===== src/design/bfm_pkg.sv =====
// ----------------------------------------------------------------------------
// BN254 modexp package
// Field constants, controller states and controller/datapath command types.
// ----------------------------------------------------------------------------
package bfm_pkg;

  localparam int LIMB_W = 64;
  localparam int WORD_W = 256;
  localparam int STEP_W = 8;
  localparam int CNT_W  = 8;

  localparam logic [WORD_W-1:0] MOD_P = {
    64'h30644e72e131a029, 64'hb85045b68181585d,
    64'h97816a916871ca8d, 64'h3c208c16d87cfd47
  };

  localparam logic [WORD_W-1:0] MONT_ONE = {
    64'h0e0a77c19a07df2f, 64'h666ea36f7879462c,
    64'h0a78eb28f5c70b3d, 64'hd35d438dc58f0d9d
  };

  typedef enum logic [3:0] {
    ST_IDLE,
    ST_RED,
    ST_SCAN,
    ST_SQ,
    ST_SQ_RUN,
    ST_SQ_FIN,
    ST_MU,
    ST_MU_RUN,
    ST_MU_FIN,
    ST_NEXT,
    ST_DONE
  } bfm_state_t;

  typedef struct packed {
    logic load;
    logic red;
    logic shift;
    logic mm_start;
    logic mm_sel_base;
    logic mm_step;
    logic mm_fin;
  } bfm_cmd_t;

  typedef struct packed {
    logic base_ge_p;
    logic exp_msb;
    logic exp_zero;
    logic cnt_zero;
    logic step_last;
  } bfm_stat_t;

endpackage


===== src/design/bfm_if.sv =====
// ----------------------------------------------------------------------------
// BN254 modexp channels
// Valid/ready channels for the operand beat and the result beat.
// ----------------------------------------------------------------------------
interface bfm_in_if;
  logic        valid;
  logic        ready;
  logic [63:0] base_limb0;
  logic [63:0] base_limb1;
  logic [63:0] base_limb2;
  logic [63:0] base_limb3;
  logic [63:0] exp_limb0;
  logic [63:0] exp_limb1;
  logic [63:0] exp_limb2;
  logic [63:0] exp_limb3;

  modport source (output valid, base_limb0, base_limb1, base_limb2, base_limb3,
                  exp_limb0, exp_limb1, exp_limb2, exp_limb3, input ready);
  modport sink (input valid, base_limb0, base_limb1, base_limb2, base_limb3,
                exp_limb0, exp_limb1, exp_limb2, exp_limb3, output ready);
endinterface

interface bfm_out_if;
  logic        valid;
  logic        ready;
  logic [63:0] result_limb0;
  logic [63:0] result_limb1;
  logic [63:0] result_limb2;
  logic [63:0] result_limb3;

  modport source (output valid, result_limb0, result_limb1, result_limb2,
                  result_limb3, input ready);
  modport sink (input valid, result_limb0, result_limb1, result_limb2,
                result_limb3, output ready);
endinterface


===== src/design/bfm_ctrl.sv =====
// ----------------------------------------------------------------------------
// BN254 modexp controller
// Sequences base reduction, exponent scan and square/multiply products.
// ----------------------------------------------------------------------------
module bfm_ctrl (
  input  logic                clk,
  input  logic                rst_n,
  input  logic                in_valid,
  output logic                in_ready,
  output logic                out_valid,
  input  logic                out_ready,
  input  bfm_pkg::bfm_stat_t  stat,
  output bfm_pkg::bfm_cmd_t   cmd
);
  import bfm_pkg::*;

  bfm_state_t state_r, state_nxt;

  always_ff @(posedge clk) begin
    if (!rst_n) begin
      state_r <= ST_IDLE;
    end else begin
      state_r <= state_nxt;
    end
  end

  always_comb begin
    state_nxt = state_r;
    case (state_r)
      ST_IDLE:   if (in_valid) state_nxt = ST_RED;
      ST_RED: begin
        if (!stat.base_ge_p) state_nxt = stat.exp_zero ? ST_DONE : ST_SCAN;
      end
      ST_SCAN:   if (stat.exp_msb || stat.cnt_zero) state_nxt = ST_SQ;
      ST_SQ:     state_nxt = ST_SQ_RUN;
      ST_SQ_RUN: if (stat.step_last) state_nxt = ST_SQ_FIN;
      ST_SQ_FIN: state_nxt = stat.exp_msb ? ST_MU : ST_NEXT;
      ST_MU:     state_nxt = ST_MU_RUN;
      ST_MU_RUN: if (stat.step_last) state_nxt = ST_MU_FIN;
      ST_MU_FIN: state_nxt = ST_NEXT;
      ST_NEXT:   state_nxt = stat.cnt_zero ? ST_DONE : ST_SQ;
      ST_DONE:   if (out_ready) state_nxt = ST_IDLE;
      default:   state_nxt = ST_IDLE;
    endcase
  end

  always_comb begin
    cmd         = '0;
    in_ready    = 1'b0;
    out_valid   = 1'b0;
    case (state_r)
      ST_IDLE: begin
        in_ready = 1'b1;
        cmd.load = in_valid;
      end
      ST_RED:    cmd.red = stat.base_ge_p;
      ST_SCAN:   cmd.shift = !(stat.exp_msb || stat.cnt_zero);
      ST_SQ:     cmd.mm_start = 1'b1;
      ST_SQ_RUN: cmd.mm_step = 1'b1;
      ST_SQ_FIN: cmd.mm_fin = 1'b1;
      ST_MU: begin
        cmd.mm_start    = 1'b1;
        cmd.mm_sel_base = 1'b1;
      end
      ST_MU_RUN: cmd.mm_step = 1'b1;
      ST_MU_FIN: cmd.mm_fin = 1'b1;
      ST_NEXT:   cmd.shift = !stat.cnt_zero;
      ST_DONE:   out_valid = 1'b1;
      default:   cmd = '0;
    endcase
  end

endmodule


===== src/design/bfm_dp.sv =====
// ----------------------------------------------------------------------------
// BN254 modexp datapath
// Operand registers, exponent shifter and radix-2 Montgomery product unit.
// ----------------------------------------------------------------------------
module bfm_dp (
  input  logic                              clk,
  input  logic                              rst_n,
  input  bfm_pkg::bfm_cmd_t                 cmd,
  output bfm_pkg::bfm_stat_t                stat,
  input  logic [bfm_pkg::WORD_W-1:0]        base_in,
  input  logic [bfm_pkg::WORD_W-1:0]        exp_in,
  output logic [bfm_pkg::WORD_W-1:0]        result
);
  import bfm_pkg::*;

  logic [WORD_W-1:0] base_r, base_nxt;
  logic [WORD_W-1:0] exp_r, exp_nxt;
  logic [CNT_W-1:0]  cnt_r, cnt_nxt;
  logic [WORD_W-1:0] r_r, r_nxt;
  logic [WORD_W-1:0] a_r, a_nxt;
  logic [WORD_W-1:0] b_r, b_nxt;
  logic [WORD_W:0]   bp_r, bp_nxt;
  logic [WORD_W-1:0] t_r, t_nxt;
  logic [STEP_W-1:0] step_r, step_nxt;

  logic [WORD_W:0]   sub_base;
  logic [WORD_W:0]   sub_t;
  logic [WORD_W-1:0] bsel;
  logic              q;
  logic [WORD_W:0]   addend;
  logic [WORD_W:0]   sum;

  always_ff @(posedge clk) begin
    if (!rst_n) begin
      step_r <= '0;
    end else begin
      step_r <= step_nxt;
    end
  end

  always_ff @(posedge clk) begin
    base_r <= base_nxt;
    exp_r  <= exp_nxt;
    cnt_r  <= cnt_nxt;
    r_r    <= r_nxt;
    a_r    <= a_nxt;
    b_r    <= b_nxt;
    bp_r   <= bp_nxt;
    t_r    <= t_nxt;
  end

  always_comb begin
    sub_base = {1'b0, base_r} - {1'b0, MOD_P};
    sub_t    = {1'b0, t_r} - {1'b0, MOD_P};
    bsel     = cmd.mm_sel_base ? base_r : r_r;
    q        = t_r[0] ^ (a_r[0] & b_r[0]);
    if (a_r[0]) begin
      addend = q ? bp_r : {1'b0, b_r};
    end else begin
      addend = q ? {1'b0, MOD_P} : '0;
    end
    sum = {1'b0, t_r} + addend;
  end

  always_comb begin
    base_nxt = base_r;
    exp_nxt  = exp_r;
    cnt_nxt  = cnt_r;
    r_nxt    = r_r;
    a_nxt    = a_r;
    b_nxt    = b_r;
    bp_nxt   = bp_r;
    t_nxt    = t_r;
    step_nxt = step_r;
    if (cmd.load) begin
      base_nxt = base_in;
      exp_nxt  = exp_in;
      cnt_nxt  = '1;
      r_nxt    = MONT_ONE;
    end
    if (cmd.red) begin
      base_nxt = sub_base[WORD_W-1:0];
    end
    if (cmd.shift) begin
      exp_nxt = {exp_r[WORD_W-2:0], 1'b0};
      cnt_nxt = cnt_r - 1'b1;
    end
    if (cmd.mm_start) begin
      a_nxt    = r_r;
      b_nxt    = bsel;
      bp_nxt   = {1'b0, bsel} + {1'b0, MOD_P};
      t_nxt    = '0;
      step_nxt = '0;
    end
    if (cmd.mm_step) begin
      a_nxt    = {1'b0, a_r[WORD_W-1:1]};
      t_nxt    = sum[WORD_W:1];
      step_nxt = step_r + 1'b1;
    end
    if (cmd.mm_fin) begin
      r_nxt = sub_t[WORD_W] ? t_r : sub_t[WORD_W-1:0];
    end
  end

  always_comb begin
    stat.base_ge_p = !sub_base[WORD_W];
    stat.exp_msb   = exp_r[WORD_W-1];
    stat.exp_zero  = ~|exp_r;
    stat.cnt_zero  = (cnt_r == '0);
    stat.step_last = (step_r == '1);
  end

  assign result = r_r;

endmodule


===== src/design/bn254_field_modexp_core.sv =====
// Flow: repeated subtraction reduces the base below p, a scan skips leading
// zero exponent bits, then each bit takes a Montgomery square, a multiply when
// set and an advance; a product is a setup, 256 radix-2 steps on one 257-bit
// adder and a final subtract, at most 512 products in all.
// Throughput: one beat in flight; the next operand beat is taken after the
// result beat leaves. Reset (synchronous, active low) returns the controller
// to idle; datapath registers other than the step counter are not cleared.
// ----------------------------------------------------------------------------
// BN254 modexp core
// Montgomery-form left-to-right square-and-multiply over the BN254 prime.
// ----------------------------------------------------------------------------
module bn254_field_modexp_core (
  input  logic       clk,
  input  logic       rst_n,
  bfm_in_if.sink     in_ch,
  bfm_out_if.source  out_ch
);
  import bfm_pkg::*;

  bfm_cmd_t          cmd;
  bfm_stat_t         stat;
  logic [WORD_W-1:0] base_in;
  logic [WORD_W-1:0] exp_in;
  logic [WORD_W-1:0] result;

  assign base_in = {in_ch.base_limb3, in_ch.base_limb2, in_ch.base_limb1, in_ch.base_limb0};
  assign exp_in  = {in_ch.exp_limb3, in_ch.exp_limb2, in_ch.exp_limb1, in_ch.exp_limb0};

  bfm_ctrl u_ctrl (
    .clk       (clk),
    .rst_n     (rst_n),
    .in_valid  (in_ch.valid),
    .in_ready  (in_ch.ready),
    .out_valid (out_ch.valid),
    .out_ready (out_ch.ready),
    .stat      (stat),
    .cmd       (cmd)
  );

  bfm_dp u_dp (
    .clk     (clk),
    .rst_n   (rst_n),
    .cmd     (cmd),
    .stat    (stat),
    .base_in (base_in),
    .exp_in  (exp_in),
    .result  (result)
  );

  assign out_ch.result_limb0 = result[LIMB_W-1:0];
  assign out_ch.result_limb1 = result[2*LIMB_W-1:LIMB_W];
  assign out_ch.result_limb2 = result[3*LIMB_W-1:2*LIMB_W];
  assign out_ch.result_limb3 = result[4*LIMB_W-1:3*LIMB_W];

endmodule


===== src/flat_wrapper.sv =====
// flat-port wrapper written by rule: the top's interface ports become plain ports
module bn254_field_modexp_core_flat import bfm_pkg::*;
  (clk, rst_n, in_ch_valid, in_ch_base_limb0, in_ch_base_limb1, in_ch_base_limb2, in_ch_base_limb3, in_ch_exp_limb0, in_ch_exp_limb1, in_ch_exp_limb2, in_ch_exp_limb3, in_ch_ready, out_ch_valid, out_ch_result_limb0, out_ch_result_limb1, out_ch_result_limb2, out_ch_result_limb3, out_ch_ready);
  bfm_in_if in_ch_i ();
  bfm_out_if out_ch_i ();
  input  logic clk;
  input  logic rst_n;
  input wire logic [$bits(in_ch_i.valid)-1:0] in_ch_valid;
  input wire logic [$bits(in_ch_i.base_limb0)-1:0] in_ch_base_limb0;
  input wire logic [$bits(in_ch_i.base_limb1)-1:0] in_ch_base_limb1;
  input wire logic [$bits(in_ch_i.base_limb2)-1:0] in_ch_base_limb2;
  input wire logic [$bits(in_ch_i.base_limb3)-1:0] in_ch_base_limb3;
  input wire logic [$bits(in_ch_i.exp_limb0)-1:0] in_ch_exp_limb0;
  input wire logic [$bits(in_ch_i.exp_limb1)-1:0] in_ch_exp_limb1;
  input wire logic [$bits(in_ch_i.exp_limb2)-1:0] in_ch_exp_limb2;
  input wire logic [$bits(in_ch_i.exp_limb3)-1:0] in_ch_exp_limb3;
  output wire logic [$bits(in_ch_i.ready)-1:0] in_ch_ready;
  output wire logic [$bits(out_ch_i.valid)-1:0] out_ch_valid;
  output wire logic [$bits(out_ch_i.result_limb0)-1:0] out_ch_result_limb0;
  output wire logic [$bits(out_ch_i.result_limb1)-1:0] out_ch_result_limb1;
  output wire logic [$bits(out_ch_i.result_limb2)-1:0] out_ch_result_limb2;
  output wire logic [$bits(out_ch_i.result_limb3)-1:0] out_ch_result_limb3;
  input wire logic [$bits(out_ch_i.ready)-1:0] out_ch_ready;
  assign in_ch_i.valid = in_ch_valid;
  assign in_ch_i.base_limb0 = in_ch_base_limb0;
  assign in_ch_i.base_limb1 = in_ch_base_limb1;
  assign in_ch_i.base_limb2 = in_ch_base_limb2;
  assign in_ch_i.base_limb3 = in_ch_base_limb3;
  assign in_ch_i.exp_limb0 = in_ch_exp_limb0;
  assign in_ch_i.exp_limb1 = in_ch_exp_limb1;
  assign in_ch_i.exp_limb2 = in_ch_exp_limb2;
  assign in_ch_i.exp_limb3 = in_ch_exp_limb3;
  assign in_ch_ready = in_ch_i.ready;
  assign out_ch_valid = out_ch_i.valid;
  assign out_ch_result_limb0 = out_ch_i.result_limb0;
  assign out_ch_result_limb1 = out_ch_i.result_limb1;
  assign out_ch_result_limb2 = out_ch_i.result_limb2;
  assign out_ch_result_limb3 = out_ch_i.result_limb3;
  assign out_ch_i.ready = out_ch_ready;
  bn254_field_modexp_core u_core (.clk(clk), .rst_n(rst_n), .in_ch(in_ch_i), .out_ch(out_ch_i));
endmodule

===== config.mk =====
export PLATFORM = sky130hd
export DESIGN_NAME = bn254_field_modexp_core_flat
export DESIGN_NICKNAME = d
export VERILOG_FILES = /design/src/design/bfm_pkg.sv /design/src/design/bfm_if.sv /design/src/design/bfm_ctrl.sv /design/src/design/bfm_dp.sv /design/src/design/bn254_field_modexp_core.sv /design/src/flat_wrapper.sv
export SDC_FILE = /design/constraint.sdc
export NUM_CORES = 2
export LEC_CHECK = 0
export BUFFER_PORTS_ARGS = -buffer_cell sky130_fd_sc_hd__buf_2
export CORE_MARGIN = 2
export CORE_UTILIZATION = 35
export DETAILED_ROUTE_END_ITERATION = 8
export GPL_ROUTABILITY_DRIVEN = 1
export HOLD_SLACK_MARGIN = 0.06
export PLACE_DENSITY = 0.49
export SLEW_MARGIN = 5
export SYNTH_ARGS = -nofsm -noshare
export SYNTH_HDL_FRONTEND = slang
export SYNTH_SLANG_ARGS = --single-unit

===== constraint.sdc =====
create_clock -name clk -period 53.6 [get_ports clk]
set_clock_uncertainty 0.05 [all_clocks]
set_input_delay 16.08 -clock clk [delete_from_list [all_inputs] [get_ports clk]]
set_output_delay 16.08 -clock clk [all_outputs]
set_load 0.02 [all_outputs]

### Yosys cells after proc, flatten, opt, wreduce, memory -nomap -nowiden

Cells that the tools add are included.

| word-level totals | value |
|---|---|
| output and inout bits | 258 |
| bits in registers | 1,813 |
| logic and storage cells | 90 |
| input port bits | 516 |

| cells by class | value |
|---|---|
| equal/unequal tests | 17 |
| bitwise operators | 2 |
| muxes and demuxes | 38 |
| reductions and logical operators | 15 |
| add/subtract/negate cells | 6 |

Operator list:

| kind | number |
|---|---|
| two-way mux 256 bit | 10 |
| two-way mux 257 bit | 2 |
| subtractor 256 x 254 -> 257 bit, second input constant | 2 |
| two-way mux 255 bit | 2 |
| adder 256 x 254 -> 257 bit, second input constant | 1 |
| adder 256 x 257 -> 257 bit | 1 |
| OR reduction 256 bit | 1 |
| two-way mux 254 bit | 1 |
| case mux 4 bit (11 select lines) | 1 |
| two-way mux 4 bit | 9 |
| two-way mux 8 bit | 4 |
| == test 4 x 3 -> 1 bit, second input constant | 4 |
| == test 4 bit, second input constant | 3 |
| adder 8 x 1 -> 8 bit, second input constant | 1 |
| == test 4 x 2 -> 1 bit, second input constant | 2 |
| == test 8 bit, second input constant | 1 |
| logical NOT 8 bit | 1 |
| two-way mux 1 bit | 8 |
| inequality test 2 bit, second input constant | 4 |
| nonzero test 2 bit | 4 |
| subtractor 8 x 1 -> 8 bit, second input constant | 1 |
| AND reduction 6 bit | 1 |
| OR reduction 2 bit | 3 |
| == test 4 x 1 -> 1 bit, second input constant | 1 |
| other kinds (7) | 10 |

### Depth between registers and ports, before layout

| depth | value |
|---|---|
| word-level depth | 6 |
| gate-level depth with buffers | 36 |
| depth with buffers taken out | 22 |

### Cells and area by module

A second synthesis with hierarchy kept.

| unflattened totals | value |
|---|---|
| cell total of the unflattened synthesis | 13,592 |
| area total of the unflattened synthesis | 125,945.8 um^2 |

Modules (own cells, without submodules):

| module | area each (um^2) | instances | cells each | seq. area each (um^2) |
|---|---|---|---|---|
| bfm_dp | 125,486.6 | 1 | 13,523 | 54,222.0 |
| bfm_ctrl | 459.2 | 1 | 69 | 80.1 |

### Worst setup path after synthesis

Ideal clock, no wire load.

| timing path | value |
|---|---|
| path kind | register to register |
| start | register u_core.u_ctrl.state_r[1] |
| end | register u_core.u_dp.a_r[255] |
| path buffers | 1 |
| slack | 15,831 ps |
| library setup time | 161 ps |
| arrival | 37,558 ps |
| stages on the path, launching flop included | 6 |
| period minus slack after synthesis | 37,769 ps |
| data required time | 53,389 ps |
| cells stage by stage | dfxtp_1 -> clkbuf_1 -> inv_1 -> nor3_1 -> mux2i_1 -> nor2_1 |

RTL lines:

| item | RTL line | text |
|---|---|---|
| from (decl) | bfm_ctrl.sv:17 | `bfm_state_t state_r, state_nxt;` |
| from (signal assigned) | bfm_ctrl.sv:23 | `state_r <= state_nxt;` |
| to (signal assigned) | bfm_dp.sv:46 | `a_r <= a_nxt;` |
| to (decl) | bfm_dp.sv:20 | `logic [WORD_W-1:0] a_r, a_nxt;` |

### Final worst setup path

| timing path | value |
|---|---|
| start | register u_core.u_ctrl.state_r[3] |
| end | output port out_ch_valid |

| between the ends | value |
|---|---|
| word-level cells in the longest chain between the ends | 2 |

RTL lines:

| item | RTL line | text |
|---|---|---|
| == test 4 bit | bfm_ctrl.sv:51 | `case (state_r)` |
| two-way mux 1 bit | bfm_ctrl.sv:51 |  |
| to (decl) | flat_wrapper.sv:18 | `output wire logic [$bits(out_ch_i.valid)-1:0] out_ch_valid;` |

Every way passes these cells.

==> impl_metrics.py <==
metrics = {
    "worst_setup_path": {
        "startpoint_type": "register",
        "arrival_ps": 2390,
        "critPathCaptureType": "output port",
        "path_max_fanout": 18,
        "reg2regPathDepth": 25,
        "worstReg2RegEnd": "u_core.u_dp.t_r[243]$_SDFFCE_PP0P_",
        "max_stage_delay_ps": 810,
        "timing.rr.start": "u_core.u_dp.a_r[0]$_DFFE_PP_",
        "crit_chain": "nor2b_1 -> and3_1 -> buf_2",
        "cp_data_required_time_ps": 37470,
        "crit_slowest_cell": "dfxtp_1",
        "reg2reg_slack_ps": 43380,
        "path_class": "register to output port",
    },
    "floorplan": {
        "start_util_pct": 35.2,
        "core-area_um2": 359000,
        "die-area_um2": 365000,
        "die_w_um": 605,
        "io_pins": 774,
        "die_h_um": 605,
        "rows": 220,
    },
    "logic_synthesis": {
        "synth_top_area_share_pct": 42.8,
        "synth_common_cells": "nand2_1, edfxtp_1, nor2_1, a21oi_1, o21ai_0",
        "syn_area_um2": 126000,
        "ys_ff_latch": 1813,
        "synth_cell_types": 124,
        "ys_seq_area_share_pct": 43.0,
        "synth_ff_type": "edfxtp_1",
        "synthArstFlopShare_pct": 0,
        "synth_simple_gate_area_share_pct": 23.7,
        "synth_most_common_cell": "nand2_1",
        "synth_top_family_by_area": "simple AND/OR/NAND/NOR gates",
        "synth.area.mux_share_pct": 1.37,
        "synth.net_count": 15524,
        "synth-edff-count": 1799,
        "yosysWarnings": 0,
        "synth_fa_ha_area_share_pct": 2.60,
        "yosys-top-cells-area": "edfxtp_1, nand2_1, a21oi_1",
        "synth_top_cell_by_area": "edfxtp_1",
        "synthXorXnorAreaFrac_pct": 6.35,
        "avgSynthCellArea_um2": 8.56,
        "synth-compound-area-share_pct": 19.0,
        "synth_cells": 14746,
    },
    "timing": {
        "hold_viol": 0,
        "fmax_mhz": 54.0,
        "relSlewSlack_pct": 10.5,
        "setup_viol": 0,
        "drv_slew": 0,
        "fin_setup_tns_ps": 0,
        "rsz0062_at_grt": "false",
        "period_needed_ps": 18520,
        "tightest_slew_ps": 1330,
        "min_period_over_period_pct": 34.6,
    },
    "power_and_ir_drop": {
        "comb_power_share_pct": 46.4,
        "pwr-share-seq_pct": 33.8,
        "switching_share_pct": 48.3,
        "p_leak_uw": 0.0507,
        "vdd_drop_max_mv": 0.0363,
        "clkPwrFrac_pct": 19.8,
        "totalPowerFinal_uw": 8090,
        "p_sw_uw": 3910,
        "p_int_uw": 4180,
        "power_density_nw_per_um2": 56.9,
    },
    "layout": {
        "area_growth_pct": 12.7,
        "final_area_um2": 142000,
        "fin_nets": 15903,
        "drive_above_1_share_pct": 10.5,
    },
    "clock_network": {
        "ctsRootBufferMaster": "clkbuf_16",
        "clock-sinks": 1813,
        "cts_max_level": 4,
        "insertion_delay_ps": 1000,
        "holdBufCountCts": 0,
        "clk_pin_slew_worst_paths_ps": 70,
        "cts-resized-gates": 0,
        "clockBufferDepth": 4,
        "cts_made_buffers": 227,
        "cts_setup_buffers": 0,
        "cts_tree": "yes",
    },
    "min_path": {
        "whs_endpoint": "u_core.u_dp.a_r[177]$_DFFE_PP_",
        "hold_start": "u_core.u_dp.a_r[178]$_DFFE_PP_",
        "hold_depth": 2,
        "hold_class": "register to register",
    },
    "outcome": {
        "status": "finished, final reports clean",
    },
    "job": {
        "maxCapViolations": 0,
    },
    "placement": {
        "routabilityCongestion": 1.01,
        "io_buffers": 773,
        "place_area_um2": 135000,
        "dpl.hpwl_um": 501000,
    },
    "global_routing": {
        "grt_pass1_wl_um": 877000,
        "grt_pass1_vias": 113281,
        "track_usage_pct": 33.3,
        "gr-total-overflow": 0,
        "grt_antenna_before_repair": 84,
        "grt_max_degree": 192,
    },
    "detailed_routing": {
        "dr.pass1.iters": 9,
        "ant_nets": 0,
        "wl_per_cell_um": 31.4,
        "vias": 121245,
        "drc": 0,
        "drtIter0Drc": 15037,
        "wl_um": 634000,
        "via_per_inst": 6.01,
    },
}
==> per-layer routing <==
metal	up-vias	part of all wire (%)	track usage [%]	wire [µm]
met3	959	8.4	6.40	53300
li1	54442	-	-	-
met2	5877	43	50.1	271000
met5	-	0.082	0	521
met1	59921	43	45.4	270000
met4	46	6.0	17.3	38100
==> registers in the layout, summed over array words and instances, names as in the netlist <==
signal                 cells
u_core.u_ctrl.state_r      4
u_core.u_dp.a_r          256
u_core.u_dp.b_r          256
u_core.u_dp.base_r       256
u_core.u_dp.bp_r         257
u_core.u_dp.cnt_r          8
u_core.u_dp.exp_r        256
u_core.u_dp.result       256
u_core.u_dp.step_r         8
u_core.u_dp.t_r          256
==> power by group through the flow <==
stage / clock, µW / combinational, µW / sequential [µW]
2_1_floorplan: 0 / 2430 / 2620
3_3_place_gp: 0 / 3660 / 2730
3_5_place_dp: 0 / 3660 / 2730
4_1_cts: 1630 / 3670 / 2710
5_1_grt: 1670 / 4000 / 2760
6_report: 1600 / 3760 / 2740
==> layout make-up <==
type	instances	area, µm²
inverters	389	1460
fillers	37433	217000
well taps	4773	5970
flip-flops and latches	1813	54300
clock buffers	276	5920
clock inverters	142	1490
repair buffers	1011	5830
diodes	78	195
multi-input cells	11683	67100
==> critical path: cells and delay by family (launching register included) <==
kind | cells | cell delay [ps]
buffers and inverters | 1 | 200
AND/OR/NAND/NOR | 2 | 490
flip-flops | 1 | 810
==> cell usage in the layout (no fill, tap or decap), types with 261 or more instances in the layout <==
| master | synthesis | layout |
|---|---|---|
| xor2_1 | 328 | 327 |
| buf_2 | 89 | 773 |
| o21ai_0 | 1019 | 1017 |
| a22o_1 | 265 | 265 |
| edfxtp_1 | 1799 | 1799 |
| nand4_1 | 314 | 314 |
| nor3_1 | 342 | 341 |
| inv_1 | 381 | 381 |
| xnor2_1 | 587 | 586 |
| nand3_1 | 372 | 372 |
| ha_1 | 261 | 261 |
| a21oi_1 | 1132 | 1131 |
| nor2_1 | 1506 | 1503 |
| nand2_1 | 2790 | 2787 |
==> stage by stage <==
stage	std cells	setup slack (ps)	util [%]	hold WS [ps]
2_1_floorplan	14746	15830	-	400
3_3_place_gp	19668	34410	37.5	437
3_5_place_dp	19668	34380	37.5	442
4_1_cts	20086	35030	39.6	451
5_1_grt	20137	34950	39.6	469
6_report	20165	35080	39.6	446
==> how the worst max path moves through the flow <==
stage,from,to,slack [ps],depth (start not counted)
2_1_floorplan,u_core.u_ctrl.state_r[1]$_SDFFE_PN0P_,u_core.u_dp.a_r[255]$_SDFFE_PN0P_,15830,5
3_3_place_gp,in_ch_valid,u_core.u_dp.base_r[43]$_DFFE_PP_,34410,6
3_5_place_dp,in_ch_valid,u_core.u_dp.base_r[43]$_DFFE_PP_,34380,6
4_1_cts,u_core.u_ctrl.state_r[3]$_SDFFE_PN0P_,out_ch_valid,35030,3
5_1_grt,u_core.u_ctrl.state_r[3]$_SDFFE_PN0P_,out_ch_valid,34950,3
6_report,u_core.u_ctrl.state_r[3]$_SDFFE_PN0P_,out_ch_valid,35080,3
==> logic make-up after synthesis <==
logic type,count (synthesis)
AND/OR/NAND/NOR,6535
multiplexers,166
buffers and inverters,1250
flip-flops,1813
XOR/XNOR,915
AO/OA/AOI/OAI,3805
adder cells (fa/ha/maj),262
(Power assumes the default switching activity.)
